### src/bls_pkg.sv
// Shared types and constants for the bounded LIFO stack.
// Used by bls_ctrl, bls_datapath and bounded_lifo_stack; no dependencies.
package bls_pkg;

  localparam int unsigned OP_W   = 3;
  localparam int unsigned PD_W   = 32;
  localparam int unsigned RD_W   = 32;
  localparam int unsigned ERR_W  = 2;
  localparam int unsigned CNT_W  = 8;
  localparam int unsigned CAP_W  = 8;
  localparam int unsigned S_TDATA_W = 40;
  localparam int unsigned M_TDATA_W = 48;

  localparam logic [CAP_W-1:0] CAP_RESET = 8'd100;

  typedef enum logic [OP_W-1:0] {
    OP_PUSH    = 3'd0,
    OP_POP     = 3'd1,
    OP_PEEK    = 3'd2,
    OP_CLEAR   = 3'd3,
    OP_REVERSE = 3'd4
  } op_e;

  typedef enum logic [ERR_W-1:0] {
    ERR_OK    = 2'd0,
    ERR_FULL  = 2'd1,
    ERR_EMPTY = 2'd2
  } err_e;

  typedef enum logic [2:0] {
    ST_IDLE,
    ST_POP_OUT,
    ST_HOLD,
    ST_REV_WLO,
    ST_REV_WHI
  } state_e;

  // controller -> datapath
  typedef struct packed {
    logic push;        // write push data at count, count + 1
    logic pop_dec;     // count - 1
    logic clear;       // count = 0
    logic rd_top;      // read entry count - 1 on port a
    logic rev_init;    // lo = 0, hi = count - 1, read both
    logic rev_next;    // read lo + 1 and hi - 1
    logic rev_wlo;     // entry[lo] = read b, save read a
    logic rev_whi;     // entry[hi] = saved, step lo/hi inward
    logic load_out;    // capture a result into the output register
    logic out_rd_ram;  // result read data comes from port a
    err_e out_err;
  } cmd_t;

  // datapath -> controller
  typedef struct packed {
    logic empty;
    logic full;
    logic cnt_gt1;
    logic rev_more;
    logic out_free;
  } sts_t;

endpackage

### src/bls_ctrl.sv
// Controller state machine for the bounded LIFO stack.
// Depends on bls_pkg; drives bls_datapath through bls_pkg::cmd_t.
module bls_ctrl (
  input  logic                       clk_i,
  input  logic                       rst_ni,
  input  logic                       in_valid_i,
  output logic                       in_ready_o,
  input  logic [bls_pkg::OP_W-1:0]   op_i,
  input  bls_pkg::sts_t              sts_i,
  output bls_pkg::cmd_t              cmd_o
);

  bls_pkg::state_e state_q, state_d;
  logic            is_pop_q, is_pop_d;
  bls_pkg::err_e   err_q, err_d;

  always_ff @(posedge clk_i or negedge rst_ni) begin
    if (!rst_ni) begin
      state_q  <= bls_pkg::ST_IDLE;
      is_pop_q <= 1'b0;
      err_q    <= bls_pkg::ERR_OK;
    end else begin
      state_q  <= state_d;
      is_pop_q <= is_pop_d;
      err_q    <= err_d;
    end
  end

  logic          fin;
  bls_pkg::err_e fin_err;

  always_comb begin
    state_d    = state_q;
    is_pop_d   = is_pop_q;
    err_d      = err_q;
    in_ready_o = 1'b0;
    cmd_o      = '0;
    cmd_o.out_err = bls_pkg::ERR_OK;
    fin        = 1'b0;
    fin_err    = bls_pkg::ERR_OK;

    unique case (state_q)
      bls_pkg::ST_IDLE: begin
        in_ready_o = 1'b1;
        if (in_valid_i) begin
          unique case (bls_pkg::op_e'(op_i))
            bls_pkg::OP_PUSH: begin
              fin = 1'b1;
              if (sts_i.full) begin
                fin_err = bls_pkg::ERR_FULL;
              end else begin
                cmd_o.push = 1'b1;
              end
            end
            bls_pkg::OP_POP, bls_pkg::OP_PEEK: begin
              if (sts_i.empty) begin
                fin     = 1'b1;
                fin_err = bls_pkg::ERR_EMPTY;
              end else begin
                cmd_o.rd_top = 1'b1;
                is_pop_d     = (bls_pkg::op_e'(op_i) == bls_pkg::OP_POP);
                state_d      = bls_pkg::ST_POP_OUT;
              end
            end
            bls_pkg::OP_CLEAR: begin
              cmd_o.clear = 1'b1;
              fin         = 1'b1;
            end
            bls_pkg::OP_REVERSE: begin
              if (sts_i.cnt_gt1) begin
                cmd_o.rev_init = 1'b1;
                state_d        = bls_pkg::ST_REV_WLO;
              end else begin
                fin = 1'b1;
              end
            end
            default: begin
              fin = 1'b1;
            end
          endcase
        end
      end
      bls_pkg::ST_POP_OUT: begin
        // read data from the top entry is ready and held until the result leaves
        if (sts_i.out_free) begin
          cmd_o.load_out   = 1'b1;
          cmd_o.out_rd_ram = 1'b1;
          cmd_o.pop_dec    = is_pop_q;
          state_d          = bls_pkg::ST_IDLE;
        end
      end
      bls_pkg::ST_HOLD: begin
        if (sts_i.out_free) begin
          cmd_o.load_out = 1'b1;
          cmd_o.out_err  = err_q;
          state_d        = bls_pkg::ST_IDLE;
        end
      end
      bls_pkg::ST_REV_WLO: begin
        cmd_o.rev_wlo = 1'b1;
        state_d       = bls_pkg::ST_REV_WHI;
      end
      bls_pkg::ST_REV_WHI: begin
        cmd_o.rev_whi = 1'b1;
        if (sts_i.rev_more) begin
          cmd_o.rev_next = 1'b1;
          state_d        = bls_pkg::ST_REV_WLO;
        end else begin
          fin = 1'b1;
        end
      end
      default: begin
        state_d = bls_pkg::ST_IDLE;
      end
    endcase

    // result with no read data: send now if the output register is free
    if (fin) begin
      if (sts_i.out_free) begin
        cmd_o.load_out = 1'b1;
        cmd_o.out_err  = fin_err;
        state_d        = bls_pkg::ST_IDLE;
      end else begin
        err_d   = fin_err;
        state_d = bls_pkg::ST_HOLD;
      end
    end
  end

endmodule

### config.mk
export PLATFORM = sky130hd
export DESIGN_NAME = bls_ctrl
export DESIGN_NICKNAME = d
export VERILOG_FILES = /design/src/bls_pkg.sv /design/src/bls_ctrl.sv
export SDC_FILE = /design/constraint.sdc
export NUM_CORES = 1
export LEC_CHECK = 0
export BUFFER_PORTS_ARGS = -buffer_cell sky130_fd_sc_hd__buf_2
export CORE_AREA = 2 2 39 41
export CTS_CLUSTER_SIZE = 12
export DETAILED_ROUTE_END_ITERATION = 6
export DIE_AREA = 0 0 41 43
export PLACE_DENSITY = 0.71
export RECOVER_POWER = 50
export SYNTH_ARGS = -nofsm -noshare
export SYNTH_HDL_FRONTEND = slang
export SYNTH_SLANG_ARGS = --single-unit
export TNS_END_PERCENT = 5
### constraint.sdc
create_clock -name clk_i -period 2.19 [get_ports clk_i]
set_input_delay 0 -clock clk_i [delete_from_list [all_inputs] [get_ports clk_i]]
set_output_delay 0 -clock clk_i [all_outputs]
set_load 0.005 [all_outputs]
## Word-level counts from Yosys, hierarchy flattened

Cells that the tools add are included.

- Bits of input ports: 11
- Register bits after elaboration: 6
- Logic and storage cells: 74

- Bitwise gates (word level): 2
- Reduce and logical (&&, ||, !) cells: 7
- Equal/unequal tests: 14
- Muxes and demuxes: 48

Operators by type and width:

| cell | number |
|---|---|
| $mux 1 | 25 |
| $mux 3 | 8 |
| $mux 2 | 9 |
| $eq 3x2->1 const B | 4 |
| $pmux 3 s4 | 1 |
| $ne 4x4->1 const B | 2 |
| $eq 3x1->1 const B | 2 |
| $eq 3x3->1 const B | 2 |
| $logic_not 3->1 | 2 |
| $ne 3x3->1 const B | 2 |
| $pmux 1 s2 | 3 |
| $pmux 3 s2 | 1 |
| $reduce_and 6->1 | 1 |
| $ne 4x2->1 const B | 1 |
| $pmux 2 s2 | 1 |
| $reduce_and 4->1 | 1 |
| $reduce_or 2->1 | 2 |
| $ne 3x1->1 const B | 1 |
| $not 1->1 | 2 |
| $reduce_and 2->1 | 1 |

## Longest topological paths before layout

- Depth in word-level cells: 7
- Mapped depth: 5
- Mapped depth without buffers: 4

## Worst setup path after synthesis

Ideal clock, no wire load.

- Path type: register to register
- From: register state_q[2]
- To: register is_pop_q
- Setup time: 128 ps
- Path buffers: 0
- Arrival: 1529 ps
- Setup slack: 533 ps
- Clock period less this slack: 1657 ps
- Required time: 2062 ps
- Stages on the path, launching flop included: 4
- Cells stage by stage: dfrtp_1 > or4b_4 > nor4_4 > mux2_1

- Word-level cells in the longest chain between the ends: 2

RTL lines:

| element | line | source |
|---|---|---|
| start: declaration | bls_ctrl.sv:13 | `bls_pkg::state_e state_q, state_d;` |
| start signal: assignment | bls_ctrl.sv:19 | `state_q <= bls_pkg::ST_IDLE;` |
| start signal: assignment | bls_ctrl.sv:23 | `state_q <= state_d;` |
| $logic_not 3->1 | bls_ctrl.sv:42 | `unique case (state_q)` |
| $reduce_and 4->1 (no source line) | - |  |
| end signal: assignment | bls_ctrl.sv:24 | `is_pop_q <= is_pop_d;` |
| end: declaration | bls_ctrl.sv:14 | `logic is_pop_q, is_pop_d;` |

Every way passes these cells.
A chain may end at the register's enable or synchronous reset.

==> impl_metrics.prom <==
# TYPE chip_impl_metric gauge
chip_impl_info{name="outcome",value="complete, no violations"} 1
chip_impl_metric{name="combinationalPowerShare",unit=""} 0.525
chip_impl_metric{name="max_cap_violations",unit=""} 0
chip_impl_metric{name="number_of_buffer_and_inverter_instances_along_the_worst_setup_path",unit=""} 1
chip_impl_metric{name="synth.ff_latch_count",unit=""} 6
chip_impl_metric{name="crit_path_max_fanout",unit=""} 14
chip_impl_metric{name="start_util",unit=""} 0.379
chip_impl_metric{name="total_number_of_nets_in_the_final_design",unit=""} 96
chip_impl_metric{name="ys.warnings.count",unit=""} 0
chip_impl_metric{name="wire_per_inst",unit="um"} 12.8
chip_impl_metric{name="p_clk_frac",unit=""} 0.175
chip_impl_metric{name="syn_area",unit="um2"} 524
chip_impl_metric{name="cts.clk_slew.worst_paths",unit="ns"} 0.05
chip_impl_metric{name="finalInstanceArea",unit="um2"} 693
chip_impl_info{name="critPathCaptureType",value="output port"} 1
chip_impl_metric{name="fin_skew",unit="ns"} 0.00865
chip_impl_metric{name="numPortBuffers",unit=""} 23
chip_impl_metric{name="final-setup-viol-count",unit=""} 0
chip_impl_info{name="synth_common_cells",value="sky130_fd_sc_hd__dfrtp_1, sky130_fd_sc_hd__nor2_1, sky130_fd_sc_hd__o21ai_0"} 1
chip_impl_metric{name="grt_start_max_net_pins",unit=""} 15
chip_impl_metric{name="timing_worst_slew_pin_value",unit="ns"} 0.403
chip_impl_metric{name="globalRouteOverflowTotal",unit=""} 0
chip_impl_metric{name="rows",unit=""} 14
chip_impl_metric{name="power_density",unit="nW/um2"} 817
chip_impl_info{name="synth.area.top_cells",value="sky130_fd_sc_hd__dfrtp_1, sky130_fd_sc_hd__o21ai_0, sky130_fd_sc_hd__a21boi_0, sky130_fd_sc_hd__nor2_1, sky130_fd_sc_hd__nor4_4"} 1
chip_impl_metric{name="core_area",unit="um2"} 1380
chip_impl_metric{name="syn_to_final_growth",unit="%"} 32.2
chip_impl_info{name="hold_path_class",value="in -> reg"} 1
chip_impl_metric{name="die_area",unit="um2"} 1760
chip_impl_info{name="rsz0062_at_grt",value="false"} 1
chip_impl_metric{name="synth_cell_type_count",unit=""} 31
chip_impl_metric{name="p_leak",unit="uW"} 0.000327
chip_impl_metric{name="grt_util_all_layers",unit=""} 0.164
chip_impl_info{name="synthFlopType",value="sky130_fd_sc_hd__dfrtp_1"} 1
chip_impl_metric{name="gp_congestion",unit=""} 0.728
chip_impl_metric{name="clockBufferDepth",unit=""} 2
chip_impl_metric{name="antenna_found_initial",unit=""} 0
chip_impl_metric{name="wire_length_of_the_first_global_routing_pass",unit="mm"} 1.99
chip_impl_metric{name="seq_power_share",unit=""} 0.300
chip_impl_metric{name="psw",unit="uW"} 222
chip_impl_metric{name="synth-edff-count",unit=""} 0
chip_impl_info{name="cp_slowest_cell",value="sky130_fd_sc_hd__or4b_4"} 1
chip_impl_metric{name="total_via_count_after_detailed_routing",unit=""} 531
chip_impl_metric{name="dr.pass1.iters",unit=""} 4
chip_impl_metric{name="detail-route-antenna-nets",unit=""} 0
chip_impl_info{name="worst_setup_path_start_kind",value="flop"} 1
chip_impl_metric{name="post-route-period-util",unit=""} 0.889
chip_impl_info{name="cts-root-buf",value="sky130_fd_sc_hd__clkbuf_4"} 1
chip_impl_metric{name="cts_inserted_buffers",unit=""} 3
chip_impl_metric{name="finalSetupTns",unit="ns"} 0
chip_impl_metric{name="ys_async_sr_fraction",unit=""} 1.00
chip_impl_metric{name="cp.arrival",unit="ns"} 1.95
chip_impl_metric{name="clkLatencyLatePin",unit="ns"} 0.24
chip_impl_metric{name="mean_cell_area_of_the_mapped_netlist",unit="um2"} 9.20
chip_impl_metric{name="power.switching_fraction",unit=""} 0.391
chip_impl_metric{name="y_dimension_of_the_die",unit="um"} 43
chip_impl_metric{name="synth_seq_area_share",unit=""} 0.286
chip_impl_metric{name="finalWorstSetupSlack",unit="ns"} 0.243
chip_impl_metric{name="final_core_utilization",unit=""} 0.501
chip_impl_metric{name="place_worst_setup_slack",unit="ns"} 0.395
chip_impl_info{name="path_delay_family",value="simple AND/OR/NAND/NOR gates"} 1
chip_impl_metric{name="relSlewSlack",unit=""} 0.727
chip_impl_info{name="path_class",value="reg -> out"} 1
chip_impl_metric{name="worst_ir_drop_vdd",unit="V"} 0.000302
chip_impl_metric{name="finalHoldWorstSlack",unit="ns"} 0.0536
chip_impl_metric{name="drt_iter0_markers",unit=""} 18
chip_impl_metric{name="avgViaCountPerCell",unit=""} 5.36
chip_impl_metric{name="antennaDiodeCount",unit=""} 0
chip_impl_metric{name="dp.final_hpwl",unit="um"} 970
chip_impl_info{name="tritoncts",value="yes"} 1
chip_impl_metric{name="wirelength",unit="mm"} 1.27
chip_impl_metric{name="clock_sink_count",unit=""} 6
chip_impl_metric{name="die_w",unit="um"} 41
chip_impl_metric{name="syn_nets",unit=""} 68
chip_impl_metric{name="fmaxAchievable",unit="GHz"} 0.514
chip_impl_info{name="timing.critical_path.cells",value="or4b_4 > nor2_2 > nand3b_1 > a21boi_0 > buf_2"} 1
chip_impl_metric{name="post_synth_inst_count",unit=""} 57
chip_impl_metric{name="synth_top_area_share",unit=""} 0.286
chip_impl_metric{name="share_of_layout_cells_above_drive_strength_1",unit=""} 0.373
chip_impl_metric{name="fin_crit",unit="ns"} 1.95
chip_impl_metric{name="maxSlewViolCount",unit=""} 0
chip_impl_metric{name="p_int",unit="uW"} 345
chip_impl_metric{name="report.final.hold_viol_count",unit=""} 0
chip_impl_info{name="synth_largest_area_cell",value="sky130_fd_sc_hd__dfrtp_1"} 1
chip_impl_metric{name="boundaryPins",unit=""} 24
chip_impl_metric{name="placement.cell_area",unit="um2"} 663
chip_impl_metric{name="first_global_vias",unit=""} 458
chip_impl_metric{name="worst-endpoint-required",unit="ns"} 2.19
chip_impl_metric{name="critical-path-max-stage-delay",unit="ns"} 0.62
chip_impl_metric{name="htree_levels",unit=""} 1
chip_impl_metric{name="drcViolationCount",unit=""} 0
## per-layer routing
layer  wire length, um  GRT usage  up-vias
met5                 0          0        -
met4                26     0.0733        0
met3                60     0.0209        4
met2               631      0.266       20
met1               546      0.206      239
li1                  -          -      268
## power groups by stage
stage | combinational (uW) | clock, uW | sequential, uW
2_1_floorplan | 199 | 0 | 163
3_3_place_gp | 296 | 0 | 169
3_5_place_dp | 296 | 0 | 171
4_1_cts | 301 | 103 | 169
5_1_grt | 335 | 109 | 173
6_report | 297 | 99.2 | 170
## cell families after synthesis
group | Yosys count | synth area share
AOI/OAI and AO/OA | 13 | 0.186
xor gates and xnor gates | 2 | 0.0477
buffers and inverters | 5 | 0.0358
DFF | 6 | 0.286
muxes | 3 | 0.0597
and+or+nand+nor | 28 | 0.384
## worst reg2reg max path, cell delays in order, from the launching register on
cell and delay [ns]:
sky130_fd_sc_hd__dfrtp_1 0.49, sky130_fd_sc_hd__or4b_4 0.62, sky130_fd_sc_hd__nor4_4 0.24, sky130_fd_sc_hd__mux2_1 0.35
## timing repair
item,CTS,global route
hold endpoints to repair,6,0
endpoints found under the setup margin,0,2
setup buffers,0,0
gates resized for setup,0,1
hold buffers,1,0
## registers in the layout, indices dropped and copies added, names as in the netlist
register,cells
is_pop_q,1
state_q,3
err_q,2
## cells in the final DEF (no fill, tap or decap)
cell	instances
sky130_fd_sc_hd__and2b_1	1
sky130_fd_sc_hd__nor4b_1	1
sky130_fd_sc_hd__inv_1	2
sky130_fd_sc_hd__xnor2_2	1
sky130_fd_sc_hd__and3_2	1
sky130_fd_sc_hd__and2_0	1
sky130_fd_sc_hd__or2b_1	1
sky130_fd_sc_hd__nand3_1	3
sky130_fd_sc_hd__nor2_2	1
sky130_fd_sc_hd__and3b_1	2
sky130_fd_sc_hd__nand3b_1	1
sky130_fd_sc_hd__nor4bb_1	1
sky130_fd_sc_hd__or4b_4	1
sky130_fd_sc_hd__buf_2	19
sky130_fd_sc_hd__o21a_1	1
sky130_fd_sc_hd__mux2i_1	2
sky130_fd_sc_hd__clkbuf_1	4
sky130_fd_sc_hd__clkbuf_4	3
sky130_fd_sc_hd__nand2b_1	1
sky130_fd_sc_hd__buf_4	2
sky130_fd_sc_hd__nor3_1	1
sky130_fd_sc_hd__a211oi_1	1
sky130_fd_sc_hd__dlygate4sd3_1	1
sky130_fd_sc_hd__nand2_1	2
sky130_fd_sc_hd__xnor2_1	1
sky130_fd_sc_hd__mux2_1	1
sky130_fd_sc_hd__o21ai_0	5
sky130_fd_sc_hd__o31ai_1	1
sky130_fd_sc_hd__dfrtp_1	6
sky130_fd_sc_hd__a2111o_1	1
sky130_fd_sc_hd__a21boi_0	3
sky130_fd_sc_hd__nand4bb_2	1
sky130_fd_sc_hd__nor4_4	1
sky130_fd_sc_hd__and2_1	1
sky130_fd_sc_hd__nor3b_1	2
sky130_fd_sc_hd__nor2_1	5
sky130_fd_sc_hd__o311ai_2	1
## stage by stage
| stage | std cells | total power [uW] |
|---|---|---|
| 3_3_place_gp | 95 | 465 |
| 6_report | 99 | 566 |
| 5_1_grt | 99 | 616 |
| 4_1_cts | 99 | 573 |
| 2_1_floorplan | 57 | 362 |
| 3_5_place_dp | 95 | 466 |
## cell type report
type	instances	area, um2
fill	144	691
multi-input combinational	46	358
sequential	6	150
timing repair buffer	26	135
clock buffer	3	22.5
tap	16	20.0
inverter	2	7.51
## final timing paths
path | startpoint | to | slack (ns) | cells past startpoint
max in group asynchronous | rst_ni | state_q[2] | 1.74 | 2
worst min register to register | is_pop_q | is_pop_q | 0.50 | 1
min in group asynchronous | rst_ni | is_pop_q | 0.18 | 2
worst max register to register | state_q[2] | is_pop_q | 0.39 | 3
worst max-delay path | state_q[2] | cmd_o[1] | 0.24 | 5
worst min-delay path | sts_i[3] | err_q[0] | 0.05 | 3
(Power assumes the default switching activity.)
